==> config.mk <==
export PLATFORM = sky130hd
export DESIGN_NAME = khc_queue
export DESIGN_NICKNAME = d
export VERILOG_FILES = /design/src/sv/khc_pkg.sv /design/src/sv/khc_queue.sv
export SDC_FILE = /design/constraint.sdc
export NUM_CORES = 1
export LEC_CHECK = 0
export BUFFER_PORTS_ARGS = -buffer_cell sky130_fd_sc_hd__buf_2
export CAP_MARGIN = 20
export CORE_UTILIZATION = 50
export CTS_CLUSTER_SIZE = 14
export DETAILED_ROUTE_END_ITERATION = 16
export PLACE_DENSITY = 0.84
export SETUP_SLACK_MARGIN = 0.05
export SYNTH_ARGS = -nofsm -noshare
export SYNTH_HDL_FRONTEND = slang
export SYNTH_SLANG_ARGS = --single-unit
==> constraint.sdc <==
create_clock -name clk -period 1.55 [get_ports clk]
set_clock_uncertainty 0.1 [all_clocks]
set_input_delay 0.0775 -clock clk [delete_from_list [all_inputs] [get_ports clk]]
set_output_delay 0.0775 -clock clk [all_outputs]
set_load 0.1 [all_outputs]
==> src/sv/khc_pkg.sv <==
`timescale 1ns / 1ps
// ----------------------------------------------------------------------------
// khc_pkg: shared types and constants of the k-mer histogram counter
// command codes, job control word, back-end states and elaboration helpers
// ----------------------------------------------------------------------------
package khc_pkg;

  // default sizes
  localparam int DEF_MAX_WINDOW    = 6;
  localparam int DEF_ALPHABET_SIZE = 4;
  localparam int DEF_COUNT_BITS    = 32;

  // queue between front and back end, a power of two
  localparam int QUEUE_DEPTH = 4;

  // fixed field widths
  localparam int CMD_W    = 2;
  localparam int BYTE_W   = 8;
  localparam int AMOUNT_W = 8;
  localparam int QUERY_W  = 14;
  localparam int ENTRY_W  = 32;
  localparam int ACTIVE_W = 14;
  localparam int WLEN_W   = 3;
  localparam int LSET_W   = 32;
  localparam int CFG_IDX_W = 1;

  localparam logic [BYTE_W-1:0] MISSING_CHAR = 8'h5F;
  localparam logic [BYTE_W-1:0] LOWER_A      = 8'h61;
  localparam logic [BYTE_W-1:0] LOWER_Z      = 8'h7A;
  localparam logic [BYTE_W-1:0] CASE_OFFSET  = 8'h20;

  localparam logic [WLEN_W-1:0] RESET_WINDOW_LENGTH = 3'd6;
  localparam logic [LSET_W-1:0] RESET_LETTER_SET    = 32'h5447_4341;  // "ACGT"

  localparam logic [CFG_IDX_W-1:0] CFG_WINDOW_LENGTH = 1'b0;
  localparam logic [CFG_IDX_W-1:0] CFG_LETTER_SET    = 1'b1;

  localparam logic [ENTRY_W-1:0] ENTRY_MAX = 32'hFFFF_FFFF;

  typedef enum logic [CMD_W-1:0] {
    CMD_SYMBOL = 2'd0,
    CMD_EOL    = 2'd1,
    CMD_CLEAR  = 2'd2,
    CMD_READ   = 2'd3
  } cmd_t;

  // control part of a queued job
  typedef struct packed {
    cmd_t cmd;
    logic out_of_range;
  } job_ctrl_t;

  typedef enum logic [1:0] {
    ST_INIT,
    ST_IDLE,
    ST_UPDATE,
    ST_CLEAR
  } back_state_t;

  // number of table entries: base to the power of the window
  function automatic int table_depth(input int max_window, input int alphabet_size);
    int d;
    d = 1;
    for (int i = 0; i < max_window; i++) begin
      d = d * (alphabet_size + 1);
    end
    return d;
  endfunction

  function automatic int letters_held(input int alphabet_size);
    return (alphabet_size < 4) ? alphabet_size : 4;
  endfunction

endpackage

==> src/sv/khc_queue.sv <==
`timescale 1ns / 1ps
// ----------------------------------------------------------------------------
// khc_queue: short job queue
// register-based first-in first-out buffer between front and back end
// ----------------------------------------------------------------------------
module khc_queue
  import khc_pkg::*;
#(
  parameter int WIDTH = 8
) (
  input  logic             clk,
  input  logic             rst,
  input  logic             push,
  input  logic [WIDTH-1:0] push_data,
  input  logic             pop,
  output logic [WIDTH-1:0] head_data,
  output logic             empty,
  output logic             full
);

  localparam int PTR_W = $clog2(QUEUE_DEPTH);

  logic [WIDTH-1:0] slots [QUEUE_DEPTH];
  logic [PTR_W:0]   wr_ptr;
  logic [PTR_W:0]   rd_ptr;

  assign empty     = (wr_ptr == rd_ptr);
  assign full      = (wr_ptr[PTR_W] != rd_ptr[PTR_W]) &&
                     (wr_ptr[PTR_W-1:0] == rd_ptr[PTR_W-1:0]);
  assign head_data = slots[rd_ptr[PTR_W-1:0]];

  always_ff @(posedge clk) begin
    if (rst) begin
      wr_ptr <= '0;
      rd_ptr <= '0;
    end else begin
      if (push && !full) begin
        wr_ptr <= wr_ptr + (PTR_W+1)'(1);
      end
      if (pop && !empty) begin
        rd_ptr <= rd_ptr + (PTR_W+1)'(1);
      end
    end
  end

  always_ff @(posedge clk) begin
    if (push && !full) begin
      slots[wr_ptr[PTR_W-1:0]] <= push_data;
    end
  end

endmodule

# Word-level counts from Yosys, hierarchy flattened

Memories as Yosys holds them, arrays and structs flattened. A register that Yosys moved wholly into a read port is not among the register bits.
Cells that the tools add are included.

Input port bits: 12
Word-level logic and storage cells: 17
Output and inout port bits: 10
Memories: 1
Register bits after elaboration: 6
Bits in writable memories: 32

$add $sub $neg: 2
Reductions and logical operators: 5
Equality and inequality tests: 3
Muxes and demuxes: 4

Memory list:

| name  | words | width | rd ports | clocked after memory_dff | wr ports | RTL line        | source |
|---|---|---|---|---|---|---|---|
| slots | 4     | 8     | 1        | 1                        | 1        | khc_queue.sv:23 | `logic [WIDTH-1:0] slots [QUEUE_DEPTH];` |

Operator list:

| cell                | count |
|---|---|
| $add 3x1->3 const B | 2 |
| $mux 2              | 2 |
| $eq 3x3->1          | 1 |
| $logic_and 1x1->1   | 3 |
| $eq 2x2->1          | 1 |
| $logic_not 1->1     | 2 |
| $mux 1              | 2 |
| $ne 1x1->1          | 1 |

# Depth between registers and ports, before layout

Gate-level depths: netlist (run 1).

Depth after elaboration: 6
Depth in mapped cells: 5
Mapped depth without buffers: 4

# Least setup slack after synthesis (run 1)

Ideal clock, no wire load.

Kind: register -> output
Start point: register wr_ptr[1]
End point: output empty
Data arrival time: 2.247 ns
Buffers on the path: 1
Cell stages (with the launch flop): 5
Data required time: 1.372 ns
Slack: -0.874 ns
Cell sequence: dfxtp_1 buf_6 xnor2_1 nand2_1 nor2_1

Cells in the longest elaborated chain, start to end: 1

RTL lines:

| what                   | RTL line        | source |
|---|---|---|
| from (decl)            | khc_queue.sv:24 | `logic [PTR_W:0] wr_ptr;` |
| from (signal assigned) | khc_queue.sv:38 | `wr_ptr <= wr_ptr + (PTR_W+1)'(1);` |
| $eq 3x3->1             | khc_queue.sv:27 | `assign empty = (wr_ptr == rd_ptr);` |
| to (decl)              | khc_queue.sv:17 | `output logic empty,` |

No other way between the ends.

==> results of run 1 <==
## final cells by class
cell class	count	area, um^2
clock buffer	6	41.3
fill	195	778
timing repair buffer	52	518
inverter	4	15.0
tap	46	57.6
sequential	40	1140
clock inverter	2	35.0
multi-input combinational	61	752
## synth_stat cells
| cell type | count | area [um^2] |
|---|---|---|
| a41oi_1 | 2 | 17.5 |
| buf_1 | 1 | 3.75 |
| or3_1 | 1 | 6.26 |
| mux4_2 | 8 | 180 |
| o21ai_0 | 4 | 20.0 |
| edfxtp_1 | 32 | 961 |
| nand3b_1 | 1 | 7.51 |
| buf_6 | 1 | 11.3 |
| o211ai_1 | 5 | 37.5 |
| a211o_1 | 1 | 8.76 |
| buf_2 | 1 | 5.00 |
| ha_1 | 5 | 62.6 |
| or4_1 | 1 | 7.51 |
| nor3b_1 | 4 | 30.0 |
| nor2_1 | 2 | 7.51 |
| xnor2_1 | 3 | 26.3 |
| and2_1 | 3 | 18.8 |
| nand2_1 | 5 | 18.8 |
| inv_1 | 4 | 15.0 |
| a21oi_1 | 2 | 10.0 |
| nand3_1 | 3 | 15.0 |
| xor2_1 | 3 | 26.3 |
| clkbuf_4 | 1 | 7.51 |
| a211o_2 | 1 | 10.0 |
| a31oi_1 | 4 | 25.0 |
| dfxtp_1 | 8 | 160 |
| nand4_1 | 2 | 12.5 |
| and3_1 | 1 | 6.26 |
| clkbuf_8 | 1 | 13.8 |
## flip-flops by register name (all words and copies together) (netlist names), named ones only
name and count:
rd_ptr 3, slots 32, wr_ptr 3
## cells in the final DEF (no fill, tap or decap), types with 2 or more instances in the layout
cell / count
xnor2_4: 2
buf_2: 11
ha_1: 4
a21oi_1: 2
o211ai_1: 5
nand3_1: 3
nor2_4: 2
dlygate4sd3_1: 9
inv_1: 4
clkbuf_4: 5
dfxtp_4: 4
edfxtp_1: 32
a31oi_4: 3
o21ai_1: 2
mux4_2: 8
buf_4: 7
nand2_1: 3
buf_6: 20
nor3b_1: 4
nand4_1: 2
dfxtp_2: 3
buf_12: 4
and2_4: 3
## repair_timing
item | CTS | global route
resized for setup | 46 | 21
endpoints found under the setup margin | 43 | 50
hold endpoints to repair | 37 | 0
hold buffers | 9 | 0
setup buffers | 5 | 6
pin swaps | 6 | 13
## critical path: cells and delay by family (launching register included)
family,cells,cell delay (ns)
multiplexers,1,0.53
buffers and inverters,2,0.35
flip-flops,1,0.36
## final timing paths
check | end | startpoint | slack [ns]
max | head_data[1] | flip-flop | -0.21
min | wr_ptr[1] | push | 0.04
max reg2reg | slots[2][4] | wr_ptr[0] | -0.03
min reg2reg | rd_ptr[2] | rd_ptr[2] | 0.48
## cell families (layout without fill, tap and decap cells)
group | Yosys count | in the layout | share of synthesized area [%]
adders and majority gates | 5 | 5 | 3.61
AOI/OAI and AO/OA | 19 | 19 | 7.44
DFF | 40 | 40 | 64.7
muxes | 8 | 8 | 10.4
xor gates and xnor gates | 6 | 6 | 3.04
buffers and inverters | 9 | 64 | 3.25
and+or+nand+nor | 23 | 23 | 7.52
## metrics by stage
stage                     setup WS, ns  area (um^2)
after floorplan                 0.0152         1790
after global placement          0.0365         2070
after detailed placement       -0.0513         2070
after CTS                       -0.204         2430
after global routing            -0.254         2560
final                           -0.210         2560
## layer usage
| metal | routed length [um] | part of all wire [%] |
|---|---|---|
| met5 | 0 | 0 |
| met4 | 132 | 3.2 |
| met3 | 186 | 4.5 |
| met2 | 2180 | 53 |
| met1 | 1620 | 39 |
==> impl_metrics.json, run 1 <==
{
  "finalWirelength_um": 4120,
  "hold_violations": 0,
  "area_delta_synth_final_pct": 47.8,
  "num_io_pins": 22,
  "path_class": "flip-flop to output pin",
  "run_status": "complete, but fails checks",
  "hold_depth": 3,
  "clock_path_buffers": 2,
  "grt_pass1_wl_um": 6270,
  "tritoncts": "done",
  "finish.utilization_pct": 76.7,
  "worst-path-max-fanout": 8,
  "critPathLaunchType": "flip-flop",
  "clock-root-buffer": "clkbuf_4",
  "groute.usage.overall_pct": 24.8,
  "relSlewSlack_pct": 73.3,
  "wire_per_inst_um": 19.5,
  "top_usage_layer": "met2",
  "worst_pin_slew_ns": 0.400,
  "ff2ff_path_depth": 5,
  "timing.max_cap.violations": 0,
  "cts_made_buffers": 5,
  "diodes": 0,
  "slowest_stage": "mux4_2",
  "setup_tns_ns": -2.46,
  "vias": 1209,
  "nNetsFinal": 181,
  "grt_use_met3_pct": 7.04,
  "violations": "negative setup slack",
  "synth.avg_cell_area_um2": 15.7,
  "dr.pass1.iters": 4,
  "via_per_inst": 5.73,
  "die_height_um": 60.9,
  "yosys_register_bits": 40,
  "grt_util_met1_pct": 27.6,
  "port_buffers": 21,
  "start_util_pct": 51.9,
  "clkSinkCount": 40,
  "synth_nets": 127,
  "slew_viol_final": 0,
  "die_w_um": 60.9,
  "rsz0062_at_grt": "true",
  "yosys_warnings": 0,
  "core_region_area_um2": 3340,
  "grt-ovfl-total": 0,
  "drc_errors": 0,
  "ant_nets": 0,
  "met2_usage_pct": 44.7,
  "fmax_mhz": 568,
  "drtIter0Drc": 91,
  "arrival_ns": 1.58,
  "endpoint_kind": "output pin",
  "rows": 21,
  "drive_gt1_share_pct": 51.5,
  "synth_seq_area_share_pct": 64.7,
  "crit_chain": "buf_12 > mux4_2 > buf_6",
  "antenna_found_initial": 0,
  "setup_viol": 45,
  "postSynthCellCount": 110,
  "dp_hpwl_um": 2290,
  "hold_path.class": "primary input to flip-flop",
  "clkSlewWorstSetupHoldPaths_ns": 0.11,
  "fin_crit_ns": 1.76,
  "ys_types": 29,
  "grt_pass1_vias": 1236,
  "place.gp.congestion": 0.770,
  "crit_required_ns": 1.37,
  "grt_max_degree": 13,
  "htreeDepth": 2,
  "final.period_utilization_pct": 114,
  "die-area_um2": 3700,
  "fin_ws_ns": -0.210,
  "max_stage_delay_ns": 0.53,
  "whs_ns": 0.0371,
  "dp.cells": 185,
  "clk_latency_ns": 0.34,
  "synthesis.area_um2": 1730,
  "fin_cells": 211
}
Power of run 1 is not shown: default switching activity piles up to over one toggle a cycle in this logic, so the estimate is an artifact.
==> inputs of run 2 (changes only) <==
Settings changed: CAP_MARGIN 20 to 30, RECOVER_POWER set to 100.
==> impl_metrics.json, run 2 (synthesis results as in run 1) <==
{
  "drtIter0Drc": 87,
  "finish.utilization_pct": 76.2,
  "cts_made_buffers": 5,
  "layout_commonest_cell": "edfxtp_1",
  "tritoncts": "done",
  "setup_viol": 45,
  "grt_max_degree": 13,
  "ant_nets": 0,
  "clock-root-buffer": "clkbuf_4",
  "drive_gt1_share_pct": 46.1,
  "clock_path_buffers": 2,
  "path_buf_inv": 2,
  "wire_per_inst_um": 19.4,
  "dp_hpwl_um": 2290,
  "clkSlewWorstSetupHoldPaths_ns": 0.11,
  "clk_latency_ns": 0.34,
  "nNetsFinal": 181,
  "slowest_stage": "mux4_2",
  "via_per_inst": 5.69,
  "crit_chain": "buf_12 > mux4_2 > buf_6",
  "worst-path-max-fanout": 8,
  "final.period_utilization_pct": 114,
  "antenna_found_initial": 0,
  "r2r_setup_slack_ns": -0.07,
  "violations": "negative setup slack",
  "area_delta_synth_final_pct": 46.7,
  "port_buffers": 21,
  "num_io_pins": 22,
  "grt_pass1_vias": 1236,
  "hold_violations": 0,
  "start_util_pct": 51.9,
  "rsz0062_at_grt": "true",
  "die_height_um": 60.9,
  "dr.pass1.iters": 4,
  "grt_pass1_wl_um": 6270,
  "slew_viol_final": 0,
  "htreeDepth": 2,
  "run_status": "complete, but fails checks",
  "cpLargestDelayFamily": "multiplexers",
  "worst_pin_slew_ns": 0.406,
  "place.gp.congestion": 0.770,
  "fin_crit_ns": 1.76,
  "clkSinkCount": 40,
  "groute.usage.overall_pct": 24.8,
  "crit_required_ns": 1.37,
  "max_stage_delay_ns": 0.53,
  "core_region_area_um2": 3340,
  "setup_tns_ns": -3.05,
  "largest_register_ffs": 32,
  "fmax_mhz": 568,
  "die_w_um": 60.9,
  "arrival_ns": 1.58,
  "timing.max_cap.violations": 0,
  "relSlewSlack_pct": 72.9,
  "final_cell_mix": "edfxtp_1, buf_6, clkbuf_1, dlygate4sd3_1",
  "finalWirelength_um": 4100,
  "rows": 21,
  "grt-ovfl-total": 0,
  "endpoint_kind": "output pin",
  "hold_path.class": "primary input to flip-flop",
  "critPathLaunchType": "flip-flop",
  "die-area_um2": 3700,
  "diodes": 0,
  "fin_ws_ns": -0.210,
  "path_class": "flip-flop to output pin",
  "vias": 1200,
  "drc_errors": 0
}
-- run 2: cell count changes in the layout (fill, tap and decap cells not counted), sizes merged --
cell,before,now
buf,43,35
clkbuf,6,14
-- run 2: per-stage QoR --
step | std cells | setup slack (ns) | hold WS [ns] | instance area, um^2
finish | 211 | -0.210 | 0.0345 | 2540
global placement | 185 | 0.0365 | 0.198 | 2070
floorplan | 110 | 0.0152 | 0.0764 | 1790
detailed placement | 185 | -0.0513 | 0.199 | 2070
CTS | 206 | -0.204 | 0.00919 | 2430
global route | 211 | -0.255 | 0.0307 | 2540
-- run 2: area by class of cell --
class,count,area [um^2]
inverter,4,15.0
clock buffer,6,41.3
tap,46,57.6
sequential,40,1140
clock inverter,2,35.0
multi-input combinational,61,752
timing repair buffer,52,504
fill,206,796
-- run 2: worst paths after layout --
| path | cells past startpoint | start | to |
|---|---|---|---|
| max | 3 | flip-flop | head_data[1] |
| min | 3 | push | wr_ptr[1] |
| max reg2reg | 5 | wr_ptr[0] | wr_ptr[2] |
| min reg2reg | 2 | rd_ptr[2] | rd_ptr[2] |
-- run 2: what timing repair did --
item,CTS,global route
pin swaps,6,13
setup buffers,5,6
hold buffers,9,0
endpoints found under the setup margin,43,50
endpoints found under the hold margin,37,0
gates resized for setup,46,21
-- run 2: worst register-to-register path: cells and delay by family, from the launching register on --
kind | cells | cell delay (ns)
adder cells (fa/ha/maj) | 1 | 0.14
buffers and inverters | 1 | 0.14
flip-flops | 1 | 0.42
AND/OR/NAND/NOR | 2 | 0.59
AO/OA/AOI/OAI | 1 | 0.17
-- run 2: per-layer routing --
| metal | vias to the layer above | share of wire (%) | track usage, % |
|---|---|---|---|
| met5 | - | 0 | 0 |
| met4 | 0 | 3.3 | 10.1 |
| met3 | 12 | 5.0 | 7.04 |
| met2 | 43 | 53 | 44.7 |
| met1 | 605 | 38 | 27.6 |
| li1 | 540 | - | - |
Power of run 2 is left out for the same reason.
==> inputs of run 3 (changes only) <==
Settings changed: CORE_MARGIN set to 3.
==> impl_metrics.json, run 3 (synthesis results as in run 1) <==
{
  "run_status": "complete, but fails checks",
  "violations": "negative setup slack",
  "die_w_um": 64.9,
  "worst-path-max-fanout": 8,
  "final.period_utilization_pct": 113,
  "hold_depth": 3,
  "grt_pass1_vias": 1267,
  "start_util_pct": 54.5,
  "finalWirelength_um": 4090,
  "place.gp.congestion": 0.835,
  "dr.pass1.iters": 4,
  "clkSlewWorstSetupHoldPaths_ns": 0.11,
  "wire_per_inst_um": 19.4,
  "drive_gt1_share_pct": 45.5,
  "drc_errors": 0,
  "r2r_setup_slack_ns": -0.13,
  "endpoint_kind": "output pin",
  "die_height_um": 64.9,
  "whs_ns": 0.0775,
  "grt_util_met1_pct": 23.0,
  "area_delta_synth_final_pct": 44.4,
  "arrival_ns": 1.57,
  "worstHoldStart": "pop",
  "post-place-ws_ns": -0.0763,
  "drtIter0Drc": 68,
  "slew_viol_final": 0,
  "clk_latency_ns": 0.35,
  "top_usage_layer": "met2",
  "cts_made_buffers": 5,
  "clock-root-buffer": "clkbuf_4",
  "max_stage_delay_ns": 0.54,
  "clkSinkCount": 40,
  "dp_hpwl_um": 2530,
  "diodes": 0,
  "nNetsFinal": 183,
  "rr_endpoint": "wr_ptr[2]",
  "vias": 1235,
  "groute.usage.overall_pct": 20.8,
  "via_per_inst": 5.85,
  "fin_ws_ns": -0.194,
  "slowest_stage": "mux4_2",
  "path_buf_inv": 2,
  "path_common_cell": "buf_12",
  "hold_path.class": "primary input to flip-flop",
  "met2_usage_pct": 37.3,
  "grt_use_met3_pct": 6.07,
  "grt-ovfl-total": 0,
  "ant_nets": 0,
  "critPathLaunchType": "flip-flop",
  "crit_required_ns": 1.37,
  "reg2reg_from": "wr_ptr[0]",
  "rows": 20,
  "rsz0062_at_grt": "true",
  "relSlewSlack_pct": 74.5,
  "cpLargestDelayFamily": "multiplexers",
  "hold_violations": 0,
  "setup_viol": 29,
  "holdPathEnd": "rd_ptr[1]",
  "largest_register_ffs": 32,
  "die-area_um2": 4210,
  "port_buffers": 21,
  "grt_pass1_wl_um": 6300,
  "antenna_found_initial": 0,
  "final_cell_mix": "edfxtp_1, buf_6, buf_4, clkbuf_1, dlygate4sd3_1",
  "clock_path_buffers": 2,
  "fin_crit_ns": 1.74,
  "crit_chain": "buf_12 > mux4_2 > buf_12",
  "grt_max_degree": 13,
  "ff2ff_path_depth": 6,
  "path_class": "flip-flop to output pin",
  "htreeDepth": 2,
  "core_region_area_um2": 3180,
  "tritoncts": "done",
  "layout_commonest_cell": "edfxtp_1",
  "fmax_mhz": 573,
  "num_io_pins": 22,
  "timing.max_cap.violations": 0,
  "worst_pin_slew_ns": 0.382
}
-- run 3: worst reg2reg max path: stages (launching register included) --
cell and delay, ns:
dfxtp_1 0.34, buf_4 0.16, buf_6 0.11, buf_6 0.11
xor2_4 0.15, or4_4 0.44, a31oi_4 0.19
-- run 3: how the worst max path moves through the flow --
stage / from / endpoint / slack, ns / cells after the start
floorplan: rd_ptr[0] / empty / 0.02 / 3
global placement: wr_ptr[1] / slots[1][4] / -0.001 / 3
detailed placement: wr_ptr[1] / wr_ptr[2] / -0.08 / 4
CTS: flip-flop / head_data[7] / -0.21 / 3
global route: flip-flop / head_data[7] / -0.25 / 3
finish: flip-flop / head_data[7] / -0.19 / 3
-- run 3: layer usage --
layer | up-vias | routed length, um
li1 | 548 | -
met1 | 628 | 1550
met2 | 47 | 2180
met3 | 12 | 247
met4 | 0 | 113
met5 | - | 0
-- run 3: repair_timing --
| item | in CTS | in global routing |
|---|---|---|
| pin swaps | 7 | 13 |
| buffers inserted | 4 | 6 |
| endpoints found under the hold margin | 37 | 0 |
| resized for setup | 45 | 18 |
| endpoints found under the setup margin | 47 | 49 |
| hold buffers | 10 | 0 |
-- run 3: final cells by class --
cell class | instances | area (um^2)
fill | 180 | 677
tap | 44 | 55.1
clock buffer | 7 | 45.0
sequential | 40 | 1140
inverter | 4 | 15.0
multi-input combinational | 61 | 744
timing repair buffer | 54 | 500
clock inverter | 1 | 5.00
-- run 3: per-stage QoR --
stage          cells  util, %  setup TNS [ns]  area [um^2]
2_1_floorplan    110        -               0         1790
3_3_place_gp     184     64.8        -0.00845         2060
3_5_place_dp     184     64.8           -1.77         2060
4_1_cts          206     75.6           -1.87         2400
5_1_grt          211     78.7           -3.90         2500
6_report         211     78.7           -2.23         2500
Power of run 3 is left out for the same reason.
