`config.mk`:
```
export PLATFORM = sky130hd
export DESIGN_NAME = khc_front
export DESIGN_NICKNAME = d
export VERILOG_FILES = /design/src/sv/khc_pkg.sv /design/src/sv/khc_front.sv
export SDC_FILE = /design/constraint.sdc
export NUM_CORES = 1
export LEC_CHECK = 0
export ABC_AREA = 0
export BUFFER_PORTS_ARGS = -buffer_cell sky130_fd_sc_hd__buf_2
export CAP_MARGIN = 40
export CELL_PAD_IN_SITES_DETAIL_PLACEMENT = 0
export CELL_PAD_IN_SITES_GLOBAL_PLACEMENT = 1
export CORE_MARGIN = 5
export CORE_UTILIZATION = 40
export CTS_BUF_LIST = sky130_fd_sc_hd__clkbuf_4 sky130_fd_sc_hd__clkbuf_8 sky130_fd_sc_hd__clkbuf_16
export CTS_CLUSTER_SIZE = 25
export DETAILED_ROUTE_END_ITERATION = 16
export GPL_TIMING_DRIVEN = 0
export PLACE_DENSITY = 0.83
export SYNTH_ARGS = -nofsm -noshare
export SYNTH_HDL_FRONTEND = slang
export SYNTH_SLANG_ARGS = --single-unit
```
`constraint.sdc`:
```
create_clock -name clk -period 10.6 [get_ports clk]
set_clock_uncertainty 0.05 [all_clocks]
set_input_delay 1.06 -clock clk [delete_from_list [all_inputs] [get_ports clk]]
set_output_delay 1.06 -clock clk [all_outputs]
set_load 0.02 [all_outputs]
```
`src/sv/khc_pkg.sv`:
```
`timescale 1ns / 1ps
// ----------------------------------------------------------------------------
// khc_pkg: shared types and constants of the k-mer histogram counter
// command codes, job control word, back-end states and elaboration helpers
// ----------------------------------------------------------------------------
package khc_pkg;

  // default sizes
  localparam int DEF_MAX_WINDOW    = 6;
  localparam int DEF_ALPHABET_SIZE = 4;
  localparam int DEF_COUNT_BITS    = 32;

  // queue between front and back end, a power of two
  localparam int QUEUE_DEPTH = 4;

  // fixed field widths
  localparam int CMD_W    = 2;
  localparam int BYTE_W   = 8;
  localparam int AMOUNT_W = 8;
  localparam int QUERY_W  = 14;
  localparam int ENTRY_W  = 32;
  localparam int ACTIVE_W = 14;
  localparam int WLEN_W   = 3;
  localparam int LSET_W   = 32;
  localparam int CFG_IDX_W = 1;

  localparam logic [BYTE_W-1:0] MISSING_CHAR = 8'h5F;
  localparam logic [BYTE_W-1:0] LOWER_A      = 8'h61;
  localparam logic [BYTE_W-1:0] LOWER_Z      = 8'h7A;
  localparam logic [BYTE_W-1:0] CASE_OFFSET  = 8'h20;

  localparam logic [WLEN_W-1:0] RESET_WINDOW_LENGTH = 3'd6;
  localparam logic [LSET_W-1:0] RESET_LETTER_SET    = 32'h5447_4341;  // "ACGT"

  localparam logic [CFG_IDX_W-1:0] CFG_WINDOW_LENGTH = 1'b0;
  localparam logic [CFG_IDX_W-1:0] CFG_LETTER_SET    = 1'b1;

  localparam logic [ENTRY_W-1:0] ENTRY_MAX = 32'hFFFF_FFFF;

  typedef enum logic [CMD_W-1:0] {
    CMD_SYMBOL = 2'd0,
    CMD_EOL    = 2'd1,
    CMD_CLEAR  = 2'd2,
    CMD_READ   = 2'd3
  } cmd_t;

  // control part of a queued job
  typedef struct packed {
    cmd_t cmd;
    logic out_of_range;
  } job_ctrl_t;

  typedef enum logic [1:0] {
    ST_INIT,
    ST_IDLE,
    ST_UPDATE,
    ST_CLEAR
  } back_state_t;

  // number of table entries: base to the power of the window
  function automatic int table_depth(input int max_window, input int alphabet_size);
    int d;
    d = 1;
    for (int i = 0; i < max_window; i++) begin
      d = d * (alphabet_size + 1);
    end
    return d;
  endfunction

  function automatic int letters_held(input int alphabet_size);
    return (alphabet_size < 4) ? alphabet_size : 4;
  endfunction

endpackage

```
`src/sv/khc_front.sv`:
```
`timescale 1ns / 1ps
// ----------------------------------------------------------------------------
// khc_front: command front end
// letter coding, window shift register, line fill and table index build
// ----------------------------------------------------------------------------
module khc_front
  import khc_pkg::*;
#(
  parameter int MAX_WINDOW    = DEF_MAX_WINDOW,
  parameter int ALPHABET_SIZE = DEF_ALPHABET_SIZE
) (
  input  logic                 clk,
  input  logic                 rst,
  input  logic                 accept,
  input  logic [CMD_W-1:0]     cmd,
  input  logic [BYTE_W-1:0]    symbol_byte,
  input  logic [QUERY_W-1:0]   query_index,
  input  logic [WLEN_W-1:0]    window_length,
  input  logic [LSET_W-1:0]    letter_set,
  output logic                 push,
  output job_ctrl_t            push_ctrl,
  output logic [$clog2(table_depth(MAX_WINDOW, ALPHABET_SIZE))-1:0] push_addr
);

  localparam int CODE_BASE = ALPHABET_SIZE + 1;
  localparam int CODE_W    = $clog2(CODE_BASE);
  localparam int DEPTH     = table_depth(MAX_WINDOW, ALPHABET_SIZE);
  localparam int ADDR_W    = $clog2(DEPTH);
  localparam int FILL_W    = $clog2(MAX_WINDOW + 1);
  localparam int LETTERS   = letters_held(ALPHABET_SIZE);

  logic [CODE_W-1:0] window_codes [MAX_WINDOW];
  logic [CODE_W-1:0] codes_next   [MAX_WINDOW];
  logic [FILL_W-1:0] line_fill;
  logic [FILL_W-1:0] line_fill_next;
  logic [FILL_W-1:0] k_eff;
  logic [BYTE_W-1:0] folded;
  logic [CODE_W-1:0] code_new;
  logic [ADDR_W-1:0] window_addr;
  cmd_t              cmd_in;

  assign cmd_in = cmd_t'(cmd);

  // fold case and look the byte up, first matching letter wins
  always_comb begin
    folded = (symbol_byte >= LOWER_A && symbol_byte <= LOWER_Z) ?
             symbol_byte - CASE_OFFSET : symbol_byte;
    code_new = '0;
    if (folded != MISSING_CHAR) begin
      for (int i = LETTERS - 1; i >= 0; i--) begin
        if (letter_set[8*i +: 8] == folded) begin
          code_new = CODE_W'(i + 1);
        end
      end
    end
  end

  // window length clamped to 1..MAX_WINDOW
  always_comb begin
    if (window_length == '0) begin
      k_eff = FILL_W'(1);
    end else if (32'(window_length) > MAX_WINDOW) begin
      k_eff = FILL_W'(MAX_WINDOW);
    end else begin
      k_eff = FILL_W'(window_length);
    end
  end

  always_comb begin
    codes_next[0] = code_new;
    for (int i = 1; i < MAX_WINDOW; i++) begin
      codes_next[i] = window_codes[i-1];
    end
    line_fill_next = (line_fill < FILL_W'(MAX_WINDOW)) ? line_fill + FILL_W'(1) : line_fill;
  end

  // oldest code most significant
  always_comb begin
    window_addr = '0;
    for (int i = MAX_WINDOW - 1; i >= 0; i--) begin
      if (i < int'(k_eff)) begin
        window_addr = ADDR_W'(window_addr * ADDR_W'(CODE_BASE)) + ADDR_W'(codes_next[i]);
      end
    end
  end

  always_comb begin
    push                   = 1'b0;
    push_ctrl.cmd          = cmd_in;
    push_ctrl.out_of_range = 1'b0;
    push_addr              = window_addr;
    unique case (cmd_in)
      CMD_SYMBOL: begin
        push = accept && (line_fill_next >= k_eff);
      end
      CMD_EOL: begin
        push = 1'b0;
      end
      CMD_CLEAR: begin
        push = accept;
      end
      CMD_READ: begin
        push                   = accept;
        push_addr              = ADDR_W'(query_index);
        push_ctrl.out_of_range = (32'(query_index) >= 32'(DEPTH));
      end
    endcase
  end

  always_ff @(posedge clk) begin
    if (rst) begin
      line_fill <= '0;
      for (int i = 0; i < MAX_WINDOW; i++) begin
        window_codes[i] <= '0;
      end
    end else if (accept) begin
      if (cmd_in == CMD_SYMBOL) begin
        line_fill <= line_fill_next;
        for (int i = 0; i < MAX_WINDOW; i++) begin
          window_codes[i] <= codes_next[i];
        end
      end else if (cmd_in == CMD_EOL) begin
        line_fill <= '0;
      end
    end
  end

endmodule

```
---- Word level (Yosys, flattened, before mapping) ----
Memory sizes are Yosys's and may differ from the RTL's.
Index checks and enable logic that the tools add are counted.
cells by class
  $mul .................................... 5
  add/sub/neg operators ................... 7
  multiplexer cells ....................... 32
  bitwise logic cells ..................... 6
  eq/ne operators ......................... 8
  reductions and logical operators ........ 7
  $lt $le $gt $ge ......................... 12
operators with widths
  operator                 number
  $mux W14                 6
  $add A14 B3 Y14          5
  $mul A14 B3 Y14 const B  5
  $mux W3                  17
  $eq A8 B8 Y1             4
  $ge A14 B14 Y1 const B   1
  $ge A8 B7 Y1 const B     1
  $le A8 B7 Y1 const B     1
  $mux W8                  1
  $ne A8 B7 Y1 const B     1
  $sub A8 B6 Y8 const B    1
  $mux W1                  7
  $lt A1 B3 Y1 const A     2
  $lt A2 B3 Y1 const A     2
  $lt A3 B3 Y1 const A     2
  $or A1 B1 Y1             6
  $eq A2 B2 Y1 const B     2
  $add A3 B1 Y3 const B    1
  $ge A3 B3 Y1             1
  $gt A3 B3 Y1 const B     1
  $logic_not A3 Y1         1
  $lt A3 B3 Y1 const B     1
  $pmux W1 S3              1
  $eq A2 B1 Y1 const B     1
  5 further kinds          6
word-level totals
  output and inout port bits .............. 18
  memories kept ........................... 1
  logic and storage cells ................. 79
  RAM bits ................................ 18
  flip-flop bits (word level) ............. 3
memory list
  name          depth  bits a word  rd ports  clocked after memory_dff  wr ports  RTL line         source
  window_codes  6      3            5         0                         6         khc_front.sv:32  logic [CODE_W-1:0] window_codes [MAX_WINDOW];

---- Logic depth before layout (Yosys ltp) ----
Gate-level depths: netlist (run 1).
  depth after elaboration ................. 21
  depth in mapped cells ................... 44

---- Worst setup path after synthesis (run 1) ----
Ideal clock, no wire load.
  path type ............................... input-to-output
  start ................................... input port window_length[1]
  end ..................................... output port push_addr[13]
  buffers on the path ..................... 1
  required time ........................... 9.490 ns
  arrival time ............................ 10.427 ns
  path slack .............................. -0.937 ns
  stages on the path ...................... 42
  cell sequence ........................... clkbuf_1 and3_1 ha_1 ha_1 fa_1 xnor2_1 nor2_1 nor3b_1 ha_1 ha_1 nor2b_1 o21ai_0 nand2b_1 a21o_1 a21oi_1 xor2_1 nor2_1 ha_1 [... 6 more ...] nor2_1 ha_1 ha_1 ha_1 and3_1 a211oi_1 xor2_1 nor2_1 ha_1 ha_1 ha_1 or3_1 a31o_1 a31o_1 a21oi_2 xnor3_1 or3_1 a31oi_1
on the way
  word-level cells in the longest chain between the ends .. 21
  elaborated cells on any way between the ends .. 27
  those cells by class .................... add/sub: 5; mul: 5; order compare: 7; mux: 9; reduce/logical: 1
RTL lines
  item                RTL line         source
  start: declaration  khc_front.sv:18  input logic [WLEN_W-1:0] window_length,
  $gt A3 B3 Y1        khc_front.sv:62  end else if (32'(window_length) > MAX_WINDOW) begin
  $mux W3             khc_front.sv:62
  $mux W3 (*)         khc_front.sv:60  if (window_length == '0) begin
  $lt A3 B3 Y1        khc_front.sv:81  if (i < int'(k_eff)) begin
  $mux W3             khc_front.sv:81
  $mul A14 B3 Y14     khc_front.sv:82  window_addr = ADDR_W'(window_addr * ADDR_W'(CODE_BASE)) + ADDR_W'(codes_next[i]);
  $add A14 B3 Y14     khc_front.sv:82
  $mux W14            khc_front.sv:81
  [... 5 more ...]    --
  $mux W14            khc_front.sv:81
  $mul A14 B3 Y14     khc_front.sv:82
  $add A14 B3 Y14     khc_front.sv:82
  $mux W14            khc_front.sv:81
  $mul A14 B3 Y14     khc_front.sv:82
  $add A14 B3 Y14     khc_front.sv:82
  $mux W14 (*)        khc_front.sv:81
  $mux W14 (*)        khc_front.sv:92  unique case (cmd_in)
  end: declaration    khc_front.sv:22  output logic [$clog2(table_depth(MAX_WINDOW, ALPHABET_SIZE))-1:0] push_addr
Every way passes the cells marked *; elsewhere a longest branch is shown, timed or not.

---- Final worst setup path (run 1) ----
Same ends and word-level chain as after synthesis.

==> results of run 1 <==
==> worst max-delay path, delay by kind of cell <==
kind | cells | cell delay (ns)
adder cells (fa/ha/maj) | 15 | 4.26
AND/OR/NAND/NOR | 12 | 2.08
AO/OA/AOI/OAI | 8 | 1.28
XOR/XNOR | 4 | 0.68
buffers and inverters | 4 | 0.41
==> Yosys cell counts (all sizes together) (4+ instances only) <==
library cell / n / area (µm²)
ha: 128 / 1600
nor2: 55 / 206
a21oi: 37 / 193
xnor2: 31 / 287
xor2: 30 / 263
inv: 27 / 101
and2: 23 / 144
nor3: 21 / 105
o21ai: 19 / 103
nand2: 17 / 63.8
edfxtp: 15 / 450
nor2b: 11 / 76.3
clkbuf: 10 / 37.5
a21o: 8 / 60.1
nand3: 8 / 40.0
nand2b: 7 / 51.3
o21bai: 7 / 52.6
and3: 6 / 37.5
mux2: 6 / 67.6
a211oi: 5 / 42.5
fa: 5 / 100
nand4: 5 / 43.8
o21a: 5 / 45.0
a31oi: 4 / 25.0
buf: 4 / 31.3
o31ai: 4 / 30.0
or2: 4 / 25.0
or3: 4 / 25.0
==> per-layer routing <==
layer	vias to the layer above	global-route usage	part of all wire
li1	2145	-	-
met1	1901	0.180	0.46
met2	69	0.252	0.51
met3	6	0.0154	0.030
met4	0	0.0151	0.0059
met5	-	0	0
==> kinds of logic (layout without fill, tap and decap cells) <==
kind of cell             Yosys count  count (layout)
AND/OR/NAND/NOR                  169             169
adder cells (fa/ha/maj)          134             134
buffers and inverters             41             146
AO/OA/AOI/OAI                    104             104
XOR/XNOR                          62              62
multiplexers                       7               7
flip-flops                        18              18
==> flip-flops by register name, summed over array words and instances (netlist names) <==
| register | flops |
|---|---|
| line_fill | 3 |
| window_codes | 15 |
==> stage by stage <==
step	instance area, µm²	hold WS (ns)	setup WS (ns)	TNS (ns)	utilization
2_1_floorplan	4920	0.459	0.00627	0	-
3_3_place_gp	5470	0.480	-0.600	-0.645	0.479
6_report	6300	0.496	-0.267	-0.267	0.552
3_5_place_dp	5470	0.492	-0.674	-0.797	0.479
4_1_cts	6010	0.499	-0.223	-0.223	0.526
5_1_grt	6300	0.531	-0.568	-0.629	0.552
==> layout make-up <==
class,count,area [µm²],area share
timing repair buffer,101,592,0.0940
sequential,18,510,0.0811
inverter,27,104,0.0165
multi-input combinational,476,4730,0.752
buffer,14,90.1,0.0143
tap,143,179,0.0284
clock buffer,4,88.8,0.0141
==> repair_timing <==
item                       in CTS  in global routing
setup endpoints to repair       2                  2
pin swaps                      68                 50
setup buffers                  20                  8
gates resized for setup        43                 35
==> worst max path at each step <==
| stage | start | to | slack [ns] | cells after the start |
|---|---|---|---|---|
| after floorplan | window_length[1] | push_addr[13] | 0.006 | 41 |
| after global placement | window_length[2] | push_addr[13] | -0.60 | 44 |
| after detailed placement | window_length[2] | push_addr[13] | -0.67 | 44 |
| after CTS | window_length[1] | push_addr[13] | -0.22 | 42 |
| after global routing | window_length[1] | push_addr[13] | -0.57 | 42 |
| final | window_length[1] | push_addr[13] | -0.27 | 43 |
==> power groups by stage <==
| stage | sequential, mW | combinational (mW) | clock [mW] |
|---|---|---|---|
| 2_1_floorplan | 0.0827 | 0.285 | 0 |
| 3_3_place_gp | 0.0834 | 0.362 | 0 |
| 3_5_place_dp | 0.0836 | 0.369 | 0 |
| 4_1_cts | 0.0824 | 0.394 | 0.0832 |
| 5_1_grt | 0.0828 | 0.473 | 0.0869 |
| 6_report | 0.0824 | 0.415 | 0.0821 |
==> impl_metrics.ini, run 1 <==
[outcome]
status = finished, violations left
violations = setup timing

[yosys]
yosysSeqAreaShare = 0.110
synth_xor_area_frac = 0.123
yosys-mux-area-fraction = 0.0167
synth_top_family_by_area = adder cells
synth_compound_area_frac = 0.154
synthArstFlopShare = 0
ys_types = 61
netlist_area_um2 = 4660
ys.flop_type = edfxtp_1
synth-simple-area-share = 0.193
synthesis.instances = 535
synth_adder_area_share = 0.367
synth-edff-count = 15
synth_warnings = 0
syn_nets = 730
synth_seq_cells = 18
syn_avg_cell_area_um2 = 8.71

[timing]
max_freq_mhz = 92.0
setup_viol = 1
finalHoldViolCount = 0
rsz0062_at_grt = yes
fin_ws_ns = -0.267
min_period_ns = 10.87
fin_crit_sh = 1.03
maxSlewViolCount = 0
worstMarginPinSlew_ns = 0.700
slew_headroom = 0.530

[layout]
area_delta_synth_final_pct = 35.2
diodes = 0
layout.nets = 836
layout_common_cells = ha_1, buf_2, nor2_1
final_common_cell = ha_1
layoutNonFillerInstCount = 783
drive_above_1_share = 0.363
fill_cells = 1023

[routing]
drc = 0
vias = 4121
drt_iter0_drc = 71
vias_per_cell = 5.26
ant_nets = 0
drtPass1Iterations = 4
wl_per_cell_um = 13.2
drt-total-wl_um = 10300

[place]
place_inst = 751
io_buffer_count = 73
dp_hpwl_um = 8290
gp_congestion = 0.812

[clock_network]
cts_inserted_buffers = 3
clkSinkCount = 18
clkTransAtPathRegs_ns = 0.05
cts_tree = built
postCtsHoldBufs = 0
htree_levels = 1
clk_latency_ns = 0.25
clk_path_buf_depth = 2
cts_root_buffer = clkbuf_16

[floorplan]
core_um2 = 11400
start_util = 0.408
dieHeight_um = 118
io_pins = 80
die_w_um = 118
rows = 39
dieArea_um2 = 13900

[critical_path]
r2r-start = line_fill[1]
slowest_stage = fa_2
ff2ff_path_depth = 4
rrSetupSlack_ns = 9.44
worstReg2RegEnd = line_fill[1]
path_max_fanout = 4
cp_data_arrival_time_ns = 9.76
crit_path_start_kind = primary input
critPathMostFrequentCell = ha_4
setup.worst_path.end_class = output pin
cpPeakStageDelay_ns = 0.44
crit_type = primary input to output pin
crit_required_ns = 9.49

[pwr]
power_frac_clock = 0.142
power_switching_share = 0.439
p_leak_nw = 2.97
power.density_nw_per_um2 = 92.1
p_seq_frac = 0.142
p_int_mw = 0.325
peakVddDrop_uv = 141
power_mw = 0.580
p_comb_frac = 0.716
power_switching_mw = 0.255

[global_route]
grt_antenna_before_repair = 0
grt_max_degree = 16
grt_use_total = 0.138
grt_pass1_wl_um = 17300
first_global_vias = 4151
gr-total-overflow = 0

[hold_path]
min_to = line_fill[0]
worstHoldStart = line_fill[0]
min_path_type = flop to flop
whs_path_depth = 2

[job]
cap_viol_max_count = 0
Power figures use the tool's default switching activity.
==> inputs of run 2 (changes only) <==
--- a/config.mk
+++ b/config.mk
@@ -16,7 +16,8 @@
 export CTS_CLUSTER_SIZE = 25
 export DETAILED_ROUTE_END_ITERATION = 16
 export GPL_TIMING_DRIVEN = 0
-export PLACE_DENSITY = 0.83
+export PLACE_DENSITY = 0.8
+export SETUP_SLACK_MARGIN = 0.2
 export SYNTH_ARGS = -nofsm -noshare
 export SYNTH_HDL_FRONTEND = slang
 export SYNTH_SLANG_ARGS = --single-unit
==> constraint.sdc (replaced) <==
create_clock -name clk -period 11 [get_ports clk]
set_clock_uncertainty 0.05 [all_clocks]
set_input_delay 2.2 -clock clk [delete_from_list [all_inputs] [get_ports clk]]
set_output_delay 2.2 -clock clk [all_outputs]
set_load 0.02 [all_outputs]
==> run 2 against run 1 <==
Effect of this change:
- the run still ends with setup timing left
- utilization rose by 0.87 points
- critical path depth fell by 4
- clock-buffer cell count did not move
- sequential power fell by 3.8%
- final cell count fell by 0.13%
- register-to-register slack improved by 0.40 ns
- total power rose by 5.8%
- via count fell by 0.29%
- combinational power rose by 9.4%
- non-clock buffer count fell by 1
- clock power fell by 2.4%
- flip-flop and latch count did not move
==> impl_metrics.ini, run 2 (synthesized netlist as in run 1, its figures left out) <==
[floorplan]
rows = 39
io_pins = 80
core_um2 = 11400
die_w_um = 118
dieHeight_um = 118
start_util = 0.408
dieArea_um2 = 13900

[layout]
layoutNonFillerInstCount = 782
area_delta_synth_final_pct = 37.3
top_regs = window_codes (15), line_fill (3)
layout_common_cells = ha_1, buf_2, nor2_1
layout.nets = 835
final_area_um2 = 6400
fill_cells = 1022
regMostFlops = window_codes
drive_above_1_share = 0.380
diodes = 0
largest_reg_flops = 15
final_common_cell = ha_1

[clock_network]
cts_root_buffer = clkbuf_16
postCtsHoldBufs = 0
clkSinkCount = 18
clk_path_buf_depth = 2
cts_inserted_buffers = 3
htree_levels = 1
cts_tree = built
clk_latency_ns = 0.25
clkTransAtPathRegs_ns = 0.05

[pwr]
power_switching_share = 0.443
p_comb_frac = 0.740
power_mw = 0.613
p_leak_nw = 2.99
power_frac_clock = 0.131
peakVddDrop_uv = 147
p_int_mw = 0.342
p_seq_frac = 0.129
power_switching_mw = 0.272
power.density_nw_per_um2 = 95.9

[global_route]
grt_use_total = 0.145
first_global_vias = 4209
grt_pass1_wl_um = 18000
grt_max_degree = 16
gr-total-overflow = 0
grt_antenna_before_repair = 0

[routing]
drt-total-wl_um = 10200
drtPass1Iterations = 4
drc = 0
ant_nets = 0
drt_iter0_drc = 94
vias_per_cell = 5.25
vias = 4109
wl_per_cell_um = 13.1

[hold_path]
min_path_type = flop to flop
whs_path_depth = 2
min_to = line_fill[0]
worstHoldStart = line_fill[0]

[timing]
fin_crit_sh = 1.18
worstMarginPinSlew_ns = 0.681
finalHoldViolCount = 0
rsz0062_at_grt = yes
slew_headroom = 0.546
setup_viol = 12
fin_ws_ns = -1.99
max_freq_mhz = 77.0
maxSlewViolCount = 0
min_period_ns = 12.99

[critical_path]
critPathMostFrequentCell = ha_4
rrSetupSlack_ns = 9.84
setup.worst_path.end_class = output pin
worstReg2RegEnd = line_fill[1]
cp_data_arrival_time_ns = 10.74
r2r-start = line_fill[0]
crit_required_ns = 8.75
crit_type = primary input to output pin
path_max_fanout = 5
slowest_stage = fa_2
crit_path_start_kind = primary input
ff2ff_path_depth = 4
cpPeakStageDelay_ns = 0.53

[place]
dp_hpwl_um = 8550
io_buffer_count = 73
dpl_cell_area_um2 = 5750
gp_congestion = 0.790
place_ws_ns = -2.29
place_inst = 751

[outcome]
violations = setup timing
status = finished, violations left

[job]
cap_viol_max_count = 0
==> run 2: changes by cell type in the layout (fill, tap and decap cells not counted), sizes merged <==
cell  change
buf       -1
==> run 2: power by group through the flow <==
stage	logic [mW]	clock network, mW	registers (mW)
floorplan	0.319	0	0.0800
finish	0.454	0.0801	0.0793
CTS	0.438	0.0822	0.0793
global placement	0.397	0	0.0807
global route	0.506	0.0856	0.0796
detailed placement	0.406	0	0.0807
==> run 2: worst max-delay path, delay by kind of cell <==
kind | cells | cell delay [ns]
adder cells (fa/ha/maj) | 15 | 4.09
AO/OA/AOI/OAI | 7 | 1.32
XOR/XNOR | 3 | 0.54
AND/OR/NAND/NOR | 11 | 2.27
buffers and inverters | 3 | 0.30
==> run 2: how the worst max path moves through the flow <==
stage,start,endpoint,cells past startpoint
finish,window_length[1],push_addr[13],39
global route,window_length[1],push_addr[13],44
CTS,window_length[1],push_addr[13],43
detailed placement,window_length[2],push_addr[13],45
global placement,window_length[2],push_addr[13],45
floorplan,window_length[1],push_addr[13],44
==> run 2: what timing repair did <==
item / CTS / global route
endpoints found under the setup margin: 12 / 12
pin swaps: 38 / 14
buffers inserted: 25 / 2
resized for setup: 50 / 11
==> run 2: area by class of cell <==
class                           instances  area [µm²]  share of cell area
Buffer                                 14        90.1              0.0141
Clock buffer                            4        88.8              0.0139
Inverter                               27         101              0.0158
Multi-Input combinational cell        476        4780               0.747
Sequential cell                        18         510              0.0798
Tap cell                              143         179              0.0280
Timing Repair Buffer                  100         646               0.101
==> run 2: per-layer routing <==
layer | wire, µm | up-vias | global-route usage
li1 | - | 2140 | -
met1 | 4810 | 1894 | 0.188
met2 | 5000 | 64 | 0.265
met3 | 314 | 11 | 0.0168
met4 | 91 | 0 | 0.0194
met5 | 0 | - | 0
==> run 2: metrics by stage <==
| step | hold slack [ns] | utilization | setup TNS (ns) |
|---|---|---|---|
| after floorplan | 0.459 | - | -6.15 |
| after global placement | 0.483 | 0.504 | -11.82 |
| after detailed placement | 0.501 | 0.504 | -12.74 |
| after CTS | 0.510 | 0.553 | -11.38 |
| after global routing | 0.535 | 0.560 | -15.09 |
| final | 0.508 | 0.560 | -10.97 |
==> inputs of run 3 (changes only) <==
--- a/config.mk
+++ b/config.mk
@@ -16,7 +16,7 @@
 export CTS_CLUSTER_SIZE = 25
 export DETAILED_ROUTE_END_ITERATION = 16
 export GPL_TIMING_DRIVEN = 0
-export PLACE_DENSITY = 0.8
+export PLACE_DENSITY = 0.73
 export SETUP_SLACK_MARGIN = 0.2
 export SYNTH_ARGS = -nofsm -noshare
 export SYNTH_HDL_FRONTEND = slang
==> run 3 against run 2 <==
Effect of this change:
- the flow still finishes with violations (setup timing)
- largest power group unchanged
- fmax shrank 0.47%
- via count down 0.66%
- non-clock buffer count shrank 1
- final cell count decreased by 0.13%
==> impl_metrics.ini, run 3 (synthesized netlist as in run 1, its figures left out) <==
[critical_path]
critPathTopFamily = adder cells
rrSetupSlack_ns = 9.83
cp_data_arrival_time_ns = 10.80
cpPeakStageDelay_ns = 0.43
crit_required_ns = 8.75
slowest_stage = fa_2
critPathMostFrequentCell = ha_4
path_max_fanout = 5
setup.worst_path.end_class = output pin
crit_type = primary input to output pin
worst-path-buf-inv = 2
crit_path_start_kind = primary input

[pwr]
p_int_mw = 0.337
p_comb_frac = 0.752
power_switching_share = 0.447
p_seq_frac = 0.130
power_switching_mw = 0.273
power_frac_clock = 0.118
power.density_nw_per_um2 = 96.1
peakVddDrop_uv = 180
p_leak_nw = 2.99

[floorplan]
start_util = 0.408
dieHeight_um = 118
dieArea_um2 = 13900
io_pins = 80
rows = 39
core_um2 = 11400
die_w_um = 118

[timing]
fin_crit_sh = 1.19
holdWs_ns = 0.504
slew_headroom = 0.546
worstMarginPinSlew_ns = 0.681
maxSlewViolCount = 0
fin_ws_ns = -2.05
min_period_ns = 13.05
max_freq_mhz = 76.6
setup_viol = 12
finalHoldViolCount = 0
rsz0062_at_grt = yes
fin_tns_setup_ns = -11.89

[routing]
wl_per_cell_um = 13.3
vias = 4082
drc = 0
drt-total-wl_um = 10400
drtPass1Iterations = 4
vias_per_cell = 5.23
ant_nets = 0
drt_iter0_drc = 85

[clock_network]
htree_levels = 1
clk_latency_ns = 0.25
cts_inserted_buffers = 3
postCtsHoldBufs = 0
cts_root_buffer = clkbuf_16
clkSinkCount = 18
cts_tree = built
clk_path_buf_depth = 2
clkTransAtPathRegs_ns = 0.05

[layout]
drive_above_1_share = 0.382
final_area_um2 = 6350
top_regs = window_codes (15), line_fill (3)
layout.nets = 834
area_delta_synth_final_pct = 36.3
diodes = 0
fill_cells = 1048
largest_reg_flops = 15
regMostFlops = window_codes
layout_common_cells = ha_1, buf_2, nor2_1
final_common_cell = ha_1

[place]
dp_hpwl_um = 8710
dpl_cell_area_um2 = 5750
place_ws_ns = -2.28
io_buffer_count = 73
gp_congestion = 0.814

[hold_path]
min_path_type = flop to flop

[global_route]
grt_max_degree = 16
grt_use_total = 0.143
grt_antenna_before_repair = 0
first_global_vias = 4189
gr-total-overflow = 0
grt_pass1_wl_um = 17600

[job]
cap_viol_max_count = 0

[outcome]
status = finished, violations left
violations = setup timing
==> run 3: cell types whose count changed in the layout (fill, tap and decap cells not counted), moves of 2 or more <==
cell      before  now
a21oi_1       16   14
a211oi_2       5    3
nor3_1        18   15
o21ai_1        5    7
ha_4          37   35
ha_1          90   92
nor3_2         3    6
a21oi_2       19   22
==> run 3: area by class of cell <==
| type | count | area (µm²) | area share |
|---|---|---|---|
| Clock inverter | 1 | 3.75 | 0.000591 |
| Timing Repair Buffer | 99 | 626 | 0.0985 |
| Clock buffer | 3 | 75.1 | 0.0118 |
| Multi-Input combinational cell | 476 | 4760 | 0.750 |
| Tap cell | 143 | 179 | 0.0282 |
| Sequential cell | 18 | 510 | 0.0804 |
| Buffer | 14 | 90.1 | 0.0142 |
| Inverter | 27 | 101 | 0.0160 |
==> run 3: worst min-delay path, cell delays in order, from the launching register on <==
cell and delay [ns]:
dfxtp_1 0.33, a21oi_1 0.13, nor2_1 0.05
==> run 3: power groups by stage <==
| stage | Clock (mW) | Sequential, mW | Combinational, mW |
|---|---|---|---|
| floorplan | 0 | 0.0800 | 0.319 |
| global placement | 0 | 0.0807 | 0.399 |
| detailed placement | 0 | 0.0808 | 0.403 |
| CTS | 0.0727 | 0.0795 | 0.450 |
| global route | 0.0775 | 0.0797 | 0.513 |
| finish | 0.0720 | 0.0794 | 0.459 |
==> run 3: path summary, 6_finish.rpt <==
path | from | endpoint | depth (start not counted)
worst max-delay path | window_length[1] | push_addr[13] | 42
worst min-delay path | line_fill[0] | line_fill[0] | 2
worst max register to register | line_fill[0] | line_fill[1] | 4
worst min register to register | line_fill[0] | line_fill[0] | 2
==> run 3: stage by stage <==
step	util	cells	power [mW]
2_1_floorplan	-	535	0.399
3_3_place_gp	0.504	751	0.480
3_5_place_dp	0.504	751	0.484
4_1_cts	0.546	777	0.602
5_1_grt	0.556	781	0.670
6_report	0.556	781	0.610
==> run 3: what timing repair did <==
action / 4_1_cts / 5_1_grt
setup endpoints to repair: 12 / 12
buffers inserted: 22 / 4
resized for setup: 44 / 19
endpoints found under the hold margin: 0 / 0
pin swaps: 30 / 28
==> run 3: per-layer routing <==
layer,global-route usage,share of wire,vias to the layer above,wire length [µm]
met5,0,0,-,0
met4,0.0136,0.0058,0,60
met3,0.0120,0.021,4,221
met2,0.267,0.51,51,5340
met1,0.184,0.46,1885,4790
li1,-,-,2142,-
